==> config.mk <==
export PLATFORM = sky130hd
export DESIGN_NAME = keypad_combination_lock
export DESIGN_NICKNAME = d
export VERILOG_FILES = /design/src/sv/kcl_pkg.sv /design/src/sv/keypad_combination_lock.sv
export SDC_FILE = /design/constraint.sdc
export NUM_CORES = 1
export LEC_CHECK = 0
export BUFFER_PORTS_ARGS = -buffer_cell sky130_fd_sc_hd__clkbuf_2
export CORE_ASPECT_RATIO = 2
export CORE_MARGIN = 1
export CORE_UTILIZATION = 51
export DETAILED_ROUTE_END_ITERATION = 8
export PLACE_DENSITY = 0.79
export SLEW_MARGIN = 20
export SYNTH_ARGS = -nofsm -noshare
export SYNTH_HDL_FRONTEND = slang
export SYNTH_SLANG_ARGS = --single-unit
==> constraint.sdc <==
create_clock -name clk -period 3.8 [get_ports clk]
set_input_delay 0.19 -clock clk [delete_from_list [all_inputs] [get_ports clk]]
set_output_delay 0.19 -clock clk [all_outputs]
set_load 0.02 [all_outputs]
==> src/sv/kcl_pkg.sv <==
package kcl_pkg;

  // Code store geometry
  localparam int CODE_LENGTH = 10;
  localparam int KEY_W       = 4;
  localparam int CNT_W       = $clog2(CODE_LENGTH + 1);

  // Largest key value that counts as a digit
  localparam logic [KEY_W-1:0] KEY_MAX = 4'd9;

  // Configuration register indexes and reset values
  localparam int CFG_IDX_W  = 3;
  localparam int CFG_DATA_W = 16;
  localparam logic [CFG_IDX_W-1:0] CFG_OPEN_LIMIT = 3'd0;
  localparam logic [CFG_IDX_W-1:0] CFG_MISS_THR   = 3'd1;
  localparam logic [CFG_IDX_W-1:0] CFG_ALARM_HIGH = 3'd2;
  localparam logic [CFG_IDX_W-1:0] CFG_ALARM_LOW  = 3'd3;

  localparam logic [15:0] OPEN_LIMIT_RST = 16'd15000;
  localparam logic [7:0]  MISS_THR_RST   = 8'd15;
  localparam logic [15:0] ALARM_HIGH_RST = 16'd500;
  localparam logic [15:0] ALARM_LOW_RST  = 16'd300;

  // Input item kinds
  localparam logic [1:0] KIND_TICK    = 2'd0;
  localparam logic [1:0] KIND_SCAN    = 2'd1;
  localparam logic [1:0] KIND_CONFIRM = 2'd2;

  // Reported mode
  localparam logic [1:0] MODE_ENROLL = 2'd0;
  localparam logic [1:0] MODE_REPEAT = 2'd1;
  localparam logic [1:0] MODE_ENTER  = 2'd2;
  localparam logic [1:0] MODE_OPEN   = 2'd3;

  // Reported events
  typedef enum logic [3:0] {
    EV_NONE         = 4'd0,
    EV_DIGIT        = 4'd1,
    EV_FIRST_ENROLL = 4'd2,
    EV_REGISTERED   = 4'd3,
    EV_REPEAT_MISS  = 4'd4,
    EV_UNLOCKED     = 4'd5,
    EV_WRONG        = 4'd6,
    EV_ALARM        = 4'd7,
    EV_LOCKED       = 4'd8,
    EV_TIMEOUT      = 4'd9
  } kcl_event_t;

  typedef struct packed {
    logic [1:0]       kind;
    logic [KEY_W-1:0] key;
  } kcl_in_t;

  typedef struct packed {
    logic       lock_release;
    logic       alarm_pin;
    logic       alarm_on;
    logic [1:0] mode;
    logic [3:0] entered_len;
    logic [7:0] misses;
    logic [3:0] event_res;
  } kcl_out_t;

endpackage

==> src/sv/keypad_combination_lock.sv <==
// Channel | Direction | Handshake             | Payload
// in_     | input     | in_valid / in_stall   | kcl_in_t  (kind, key)
// out_    | output    | out_valid / out_stall | kcl_out_t (one result per item)
// cfg_    | input     | cfg_we                | cfg_index, cfg_wdata
//
// Each item is registered on transfer, then processed against the lock state
// and written to the output register; one item per cycle is sustained while
// out_ is not stalled, set by the single compare-and-update pass.
// Synchronous active-low reset restores the valid flags, lock state and config defaults.
// A stall on out_ holds the result; the input register then holds and
// in_stall rises, so items wait upstream without loss.
module keypad_combination_lock
  import kcl_pkg::*;
(
  input  logic                  clk,
  input  logic                  rst_n,
  input  logic                  in_valid,
  output logic                  in_stall,
  input  kcl_in_t               in_data,
  output logic                  out_valid,
  input  logic                  out_stall,
  output kcl_out_t              out_data,
  input  logic                  cfg_we,
  input  logic [CFG_IDX_W-1:0]  cfg_index,
  input  logic [CFG_DATA_W-1:0] cfg_wdata
);

  // Configuration registers
  logic [15:0] open_limit_r;
  logic [7:0]  miss_thr_r;
  logic [15:0] alarm_high_r;
  logic [15:0] alarm_low_r;

  // Pipeline registers
  logic     in_valid_r;
  kcl_in_t  in_data_r;
  logic     out_valid_r;
  kcl_out_t out_data_r;
  logic     adv;

  // Lock state
  logic [KEY_W-1:0] stored_r   [CODE_LENGTH];
  logic [KEY_W-1:0] entry_r    [CODE_LENGTH];
  logic [KEY_W-1:0] stored_nxt [CODE_LENGTH];
  logic [KEY_W-1:0] entry_nxt  [CODE_LENGTH];
  logic [CNT_W-1:0] entry_cnt_r, entry_cnt_nxt;
  logic             registered_r, registered_nxt;
  logic             door_r, door_nxt;
  logic [15:0]      open_timer_r, open_timer_nxt;
  logic [7:0]       miss_r, miss_nxt;
  logic             alarm_r, alarm_nxt;
  logic             level_r, level_nxt;
  logic [15:0]      blink_r, blink_nxt;
  logic [KEY_W-1:0] prev_key_r, prev_key_nxt;
  kcl_out_t         res_nxt;

  // Configuration writes; unlisted indexes are ignored
  always_ff @(posedge clk) begin
    if (!rst_n) begin
      open_limit_r <= OPEN_LIMIT_RST;
      miss_thr_r   <= MISS_THR_RST;
      alarm_high_r <= ALARM_HIGH_RST;
      alarm_low_r  <= ALARM_LOW_RST;
    end else if (cfg_we) begin
      unique case (cfg_index)
        CFG_OPEN_LIMIT: open_limit_r <= cfg_wdata;
        CFG_MISS_THR:   miss_thr_r   <= cfg_wdata[7:0];
        CFG_ALARM_HIGH: alarm_high_r <= cfg_wdata;
        CFG_ALARM_LOW:  alarm_low_r  <= cfg_wdata;
        default: ;
      endcase
    end
  end

  // Handshake: process when the output register is free or draining
  assign adv       = in_valid_r && (!out_valid_r || !out_stall);
  assign in_stall  = in_valid_r && !adv;
  assign out_valid = out_valid_r;
  assign out_data  = out_data_r;

  // Input register
  always_ff @(posedge clk) begin
    if (!rst_n) begin
      in_valid_r <= 1'b0;
    end else if (!in_stall) begin
      in_valid_r <= in_valid;
    end
  end

  always_ff @(posedge clk) begin
    if (in_valid && !in_stall) begin
      in_data_r <= in_data;
    end
  end

  // Output register
  always_ff @(posedge clk) begin
    if (!rst_n) begin
      out_valid_r <= 1'b0;
    end else if (adv) begin
      out_valid_r <= 1'b1;
    end else if (!out_stall) begin
      out_valid_r <= 1'b0;
    end
  end

  always_ff @(posedge clk) begin
    if (adv) begin
      out_data_r <= res_nxt;
    end
  end

  // Next state and result for the item in the input register
  always_comb begin
    logic [KEY_W-1:0] key;
    logic [16:0]      open_inc;
    logic [16:0]      blink_inc;
    logic [15:0]      blink_lim;
    logic [7:0]       miss_inc;
    logic             match;
    kcl_event_t       ev;

    stored_nxt     = stored_r;
    entry_nxt      = entry_r;
    entry_cnt_nxt  = entry_cnt_r;
    registered_nxt = registered_r;
    door_nxt       = door_r;
    open_timer_nxt = open_timer_r;
    miss_nxt       = miss_r;
    alarm_nxt      = alarm_r;
    level_nxt      = level_r;
    blink_nxt      = blink_r;
    prev_key_nxt   = prev_key_r;
    ev             = EV_NONE;

    // Keys above nine read as no key
    key = (in_data_r.key > KEY_MAX) ? '0 : in_data_r.key;

    open_inc  = {1'b0, open_timer_r} + 17'd1;
    blink_inc = {1'b0, blink_r} + 17'd1;
    blink_lim = level_r ? alarm_high_r : alarm_low_r;
    miss_inc  = (miss_r != 8'hFF) ? miss_r + 8'd1 : miss_r;

    // Parallel compare of all positions
    match = 1'b1;
    for (int i = 0; i < CODE_LENGTH; i++) begin
      if (stored_r[i] != entry_r[i]) match = 1'b0;
    end

    unique case (in_data_r.kind)
      KIND_TICK: begin
        if (door_r) begin
          if (open_inc > {1'b0, open_limit_r}) begin
            door_nxt       = 1'b0;
            open_timer_nxt = '0;
            ev             = EV_TIMEOUT;
          end else begin
            open_timer_nxt = open_inc[15:0];
          end
        end
        // Blink timer runs on every tick, saturating
        if (alarm_r && blink_inc > {1'b0, blink_lim}) begin
          level_nxt = !level_r;
          blink_nxt = '0;
        end else begin
          blink_nxt = blink_inc[16] ? 16'hFFFF : blink_inc[15:0];
        end
      end

      KIND_SCAN: begin
        if (key != prev_key_r) begin
          if (key == '0 || door_r) begin
            prev_key_nxt = '0;
          end else begin
            if (entry_cnt_r < CNT_W'(CODE_LENGTH)) begin
              for (int i = 0; i < CODE_LENGTH; i++) begin
                if (CNT_W'(i) == entry_cnt_r) entry_nxt[i] = key;
              end
              entry_cnt_nxt = entry_cnt_r + CNT_W'(1);
              ev            = EV_DIGIT;
            end
            prev_key_nxt = key;
          end
        end
      end

      KIND_CONFIRM: begin
        if (door_r) begin
          door_nxt       = 1'b0;
          open_timer_nxt = '0;
          ev             = EV_LOCKED;
        end else begin
          if (!registered_r) begin
            if (stored_r[0] == '0) begin
              // first enrolment copies the digits entered
              for (int i = 0; i < CODE_LENGTH; i++) begin
                if (CNT_W'(i) < entry_cnt_r) stored_nxt[i] = entry_r[i];
              end
              ev = EV_FIRST_ENROLL;
            end else if (match) begin
              registered_nxt = 1'b1;
              ev             = EV_REGISTERED;
            end else begin
              ev = EV_REPEAT_MISS;
            end
          end else if (match) begin
            door_nxt       = 1'b1;
            open_timer_nxt = '0;
            miss_nxt       = '0;
            alarm_nxt      = 1'b0;
            level_nxt      = 1'b0;
            ev             = EV_UNLOCKED;
          end else begin
            miss_nxt = miss_inc;
            if (miss_inc >= miss_thr_r) begin
              alarm_nxt = 1'b1;
              ev        = EV_ALARM;
            end else begin
              ev = EV_WRONG;
            end
          end
          // entry is cleared after every closed-door confirm
          for (int i = 0; i < CODE_LENGTH; i++) begin
            entry_nxt[i] = '0;
          end
          entry_cnt_nxt = '0;
        end
      end

      default: ;
    endcase

    // Result from the updated state
    res_nxt.lock_release = door_nxt;
    res_nxt.alarm_pin    = level_nxt;
    res_nxt.alarm_on     = alarm_nxt;
    if (!registered_nxt) begin
      res_nxt.mode = (stored_nxt[0] == '0) ? MODE_ENROLL : MODE_REPEAT;
    end else begin
      res_nxt.mode = door_nxt ? MODE_OPEN : MODE_ENTER;
    end
    res_nxt.entered_len = 4'(entry_cnt_nxt);
    res_nxt.misses      = miss_nxt;
    res_nxt.event_res   = ev;
  end

  // State update on each processed item
  always_ff @(posedge clk) begin
    if (!rst_n) begin
      for (int i = 0; i < CODE_LENGTH; i++) begin
        stored_r[i] <= '0;
        entry_r[i]  <= '0;
      end
      entry_cnt_r  <= '0;
      registered_r <= 1'b0;
      door_r       <= 1'b0;
      open_timer_r <= '0;
      miss_r       <= '0;
      alarm_r      <= 1'b0;
      level_r      <= 1'b0;
      blink_r      <= '0;
      prev_key_r   <= '0;
    end else if (adv) begin
      stored_r     <= stored_nxt;
      entry_r      <= entry_nxt;
      entry_cnt_r  <= entry_cnt_nxt;
      registered_r <= registered_nxt;
      door_r       <= door_nxt;
      open_timer_r <= open_timer_nxt;
      miss_r       <= miss_nxt;
      alarm_r      <= alarm_nxt;
      level_r      <= level_nxt;
      blink_r      <= blink_nxt;
      prev_key_r   <= prev_key_nxt;
    end
  end

endmodule

==> out/results.ini <==
[synth]
synth_nets=1358
ys_ff_latch=217
netlist_instances=1278
ys_types=70
ys.warnings.count=0
yosysMostFrequentCell=nand2_1
synth_top_cell_by_area=dfxtp_1
ys.flop_type=dfxtp_1
ys_top_cells_by_count=nand2_1, dfxtp_1, a21oi_1
netlist_area_um2=11100
synth_area_per_cell_um2=8.67
ys_seq_area_share_pct=41.7
synth.area.top_cells=dfxtp_1, nand2_1, mux2i_1
synthArstFlopShare_pct=0
synth_top_cell_area_share_pct=34.3
synth-edff-count=27

[worst_setup_path]
cp-end-kind=flop
ff2ff_path_depth=14
crit_fanout=6
rr_startpoint=open_timer_r[4]
critPathLaunchType=flop
r2r_end=open_timer_r[6]
endpoint=open_timer_r[6]
crit_type=flop to flop
crit_required_ps=4250
reg2reg_slack_ps=120
cp.arrival_ps=4130
cp-startpoint=open_timer_r[4]

[worst_hold_path]
holdCritPathClass=primary input to flop

[floorplanning]
placementRows=75
die_area_um2=22400
core_area_um2=21100
initial_core_util_pct=52.5
io_pins=53
die-width_um=106
die_h_um=210

[sta]
slew_headroom_pct=45.9
period_needed_ps=3680
tightest_slew_ps=800
achievable-frequency_mhz=272
final_hold_viol_count=0
min_period_over_period_pct=96.8
slew_viol_final=0
fin_setup_tns_ps=0
setup_violations=0
layout_setup_ws_ps=122
skew_ps=20.6
rsz0062_at_grt=no

[global_route]
grt_start_max_net_pins=43
grt_pass1_vias=9806
grt_first_pass_wirelength_um=47200
grt_usage_pct=26.6
grt_overflow_total=0
antenna_found_initial=0

[placement]
io_buffers=52
numPlacedInstances=1563
place_hpwl_um=21500
pre_cts_ws_ps=118
gp_congestion=0.941
dpl-instance-area_um2=11600

[route]
avgRoutedWirePerCell_um=18.0
vias=9543
drcViolationCount=0
drt_iter0_markers=565
routed_wirelength_um=29000
drtPass1Iterations=8
antenna_left=0
via_per_inst=5.90

[clock_network]
htreeDepth=1
cts_buffer_depth=3
cts_made_buffers=20
cts.sinks=217
cts_setup_buffers=0
path_clk_slew_ps=70
clk_root_buffer_cell=clkbuf_16
clock_latency_ps=520
cts_tree=built

[final_layout]
final-seq-area_um2=4620
fillers=1819
syn2layout_area_growth_pct=13.3
instances_no_fill=1617
final_net_count=1414
finalInstanceArea_um2=12600
multi_input_area_um2=6080
drive_gt1_share_pct=10.8
diodes=0

[outcome]
status=completed

[pwr]
p_leak_nw=5.00
cellPowerDensity_nw_per_um2=393
worst_ir_drop_vdd_mv=0.357

[flow_run]
cap_violations=0

==> state kept, by name, summed over array words and instances (netlist names), 16 cells and up <==
name          count
out_data         21
entry_r          40
open_limit_r     16
alarm_high_r     16
blink_r          16
alarm_low_r      16
stored_r         40
open_timer_r     16
==> placed cells by master, fill, tap and decap left out, types with 4 or more instances in the layout <==
master	synthesis	final
a21oi_1	98	97
clkbuf_2	0	52
clkbuf_16	0	22
nand2_1	222	222
clkbuf_8	0	4
a22o_1	7	7
a21o_1	5	5
and3_1	21	21
edfxtp_1	27	27
o21ai_1	5	5
nand3_1	64	64
nor2b_1	10	10
a21oi_4	10	10
nor2_1	92	92
o21ai_0	51	51
clkinv_2	0	5
inv_1	37	36
xor2_1	41	41
or3_1	10	10
and2_1	5	5
o21a_1	5	5
o31ai_1	7	7
or4_1	5	5
xnor2_1	26	26
buf_4	2	24
nand4_1	21	21
nor3_1	12	11
or2_2	6	6
o211ai_1	12	12
nor3b_1	4	4
nand2b_1	13	13
dfxtp_1	190	188
a31oi_1	8	8
dlygate4sd3_1	0	18
nor4_1	14	14
mux2i_1	82	82
ha_1	50	50
a211oi_1	7	7
==> layout make-up <==
type	instances	area share, %
multi-input combinational	962	48.5
sequential	217	36.8
timing repair buffer	95	5.10
clock buffer	27	4.85
tap	269	2.68
inverter	38	1.15
clock inverter	9	0.987
==> repair_timing <==
action | in CTS | in global routing
gates resized for setup | 0 | 6
endpoints found under the hold margin | 35 | 0
hold buffers | 18 | 0
setup endpoints to repair | 0 | 12
==> layer usage <==
metal  vias up  GRT usage, %  part of all wire, %
li1       4606             -                    -
met1      4514          24.4                   34
met2       296          51.6                   55
met3       127          2.57                  3.6
met4         0          21.6                  8.3
met5         -             0                    0
==> critical path, stage by stage, from the launching register on <==
cell	delay, ps
dfxtp_1	400
and3_1	200
nand3_1	170
nor2_1	150
nand2_1	80
and2_1	180
or2_2	290
ha_1	310
a21oi_1	150
a21boi_0	110
or3b_1	360
o31a_1	340
or3_1	440
or3_1	340
nand3_1	100
==> logic make-up (layout without fill, tap and decap cells) <==
logic type	Yosys count	after routing	synth area share (%)
AO/OA/AOI/OAI	244	244	14.5
XOR/XNOR	67	67	5.30
adder cells (fa/ha/maj)	50	50	5.65
buffers and inverters	99	169	3.55
flip-flops	217	217	41.7
multiplexers	83	83	7.51
AND/OR/NAND/NOR	518	518	21.9
==> through the flow <==
| step | hold WS [ps] | total power (W) | utilization (%) |
|---|---|---|---|
| 6_report | 20.8 | 0.00494 | 59.5 |
| 2_1_floorplan | 289 | 0.00263 | - |
| 4_1_cts | 4.17 | 0.00496 | 59.4 |
| 5_1_grt | 21.8 | 0.00508 | 59.5 |
| 3_3_place_gp | 370 | 0.00273 | 55.1 |
| 3_5_place_dp | 371 | 0.00274 | 55.1 |
==> where the power goes <==
part	leakage, nW	internal (W)	total, W	switching [W]
logic	2.84	0.000106	0.000328	0.000223
clock network	0.364	0.00133	0.00223	0.000898
registers	1.79	0.00235	0.00238	0.0000254
total	5.00	0.00379	0.00494	0.00115
==> worst min path at each step <==
stage / startpoint / endpoint / slack, ps / cells past startpoint
4_1_cts: cfg_wdata[0] / open_limit_r[0] / 4 / 3
3_5_place_dp: in_data[4] / in_data_r[4] / 370 / 1
5_1_grt: cfg_wdata[5] / miss_thr_r[5] / 20 / 3
3_3_place_gp: in_data[4] / in_data_r[4] / 370 / 1
2_1_floorplan: in_data[0] / in_data_r[0] / 290 / 0
6_report: cfg_wdata[1] / open_limit_r[1] / 20 / 3
(Power assumes the default switching activity.)
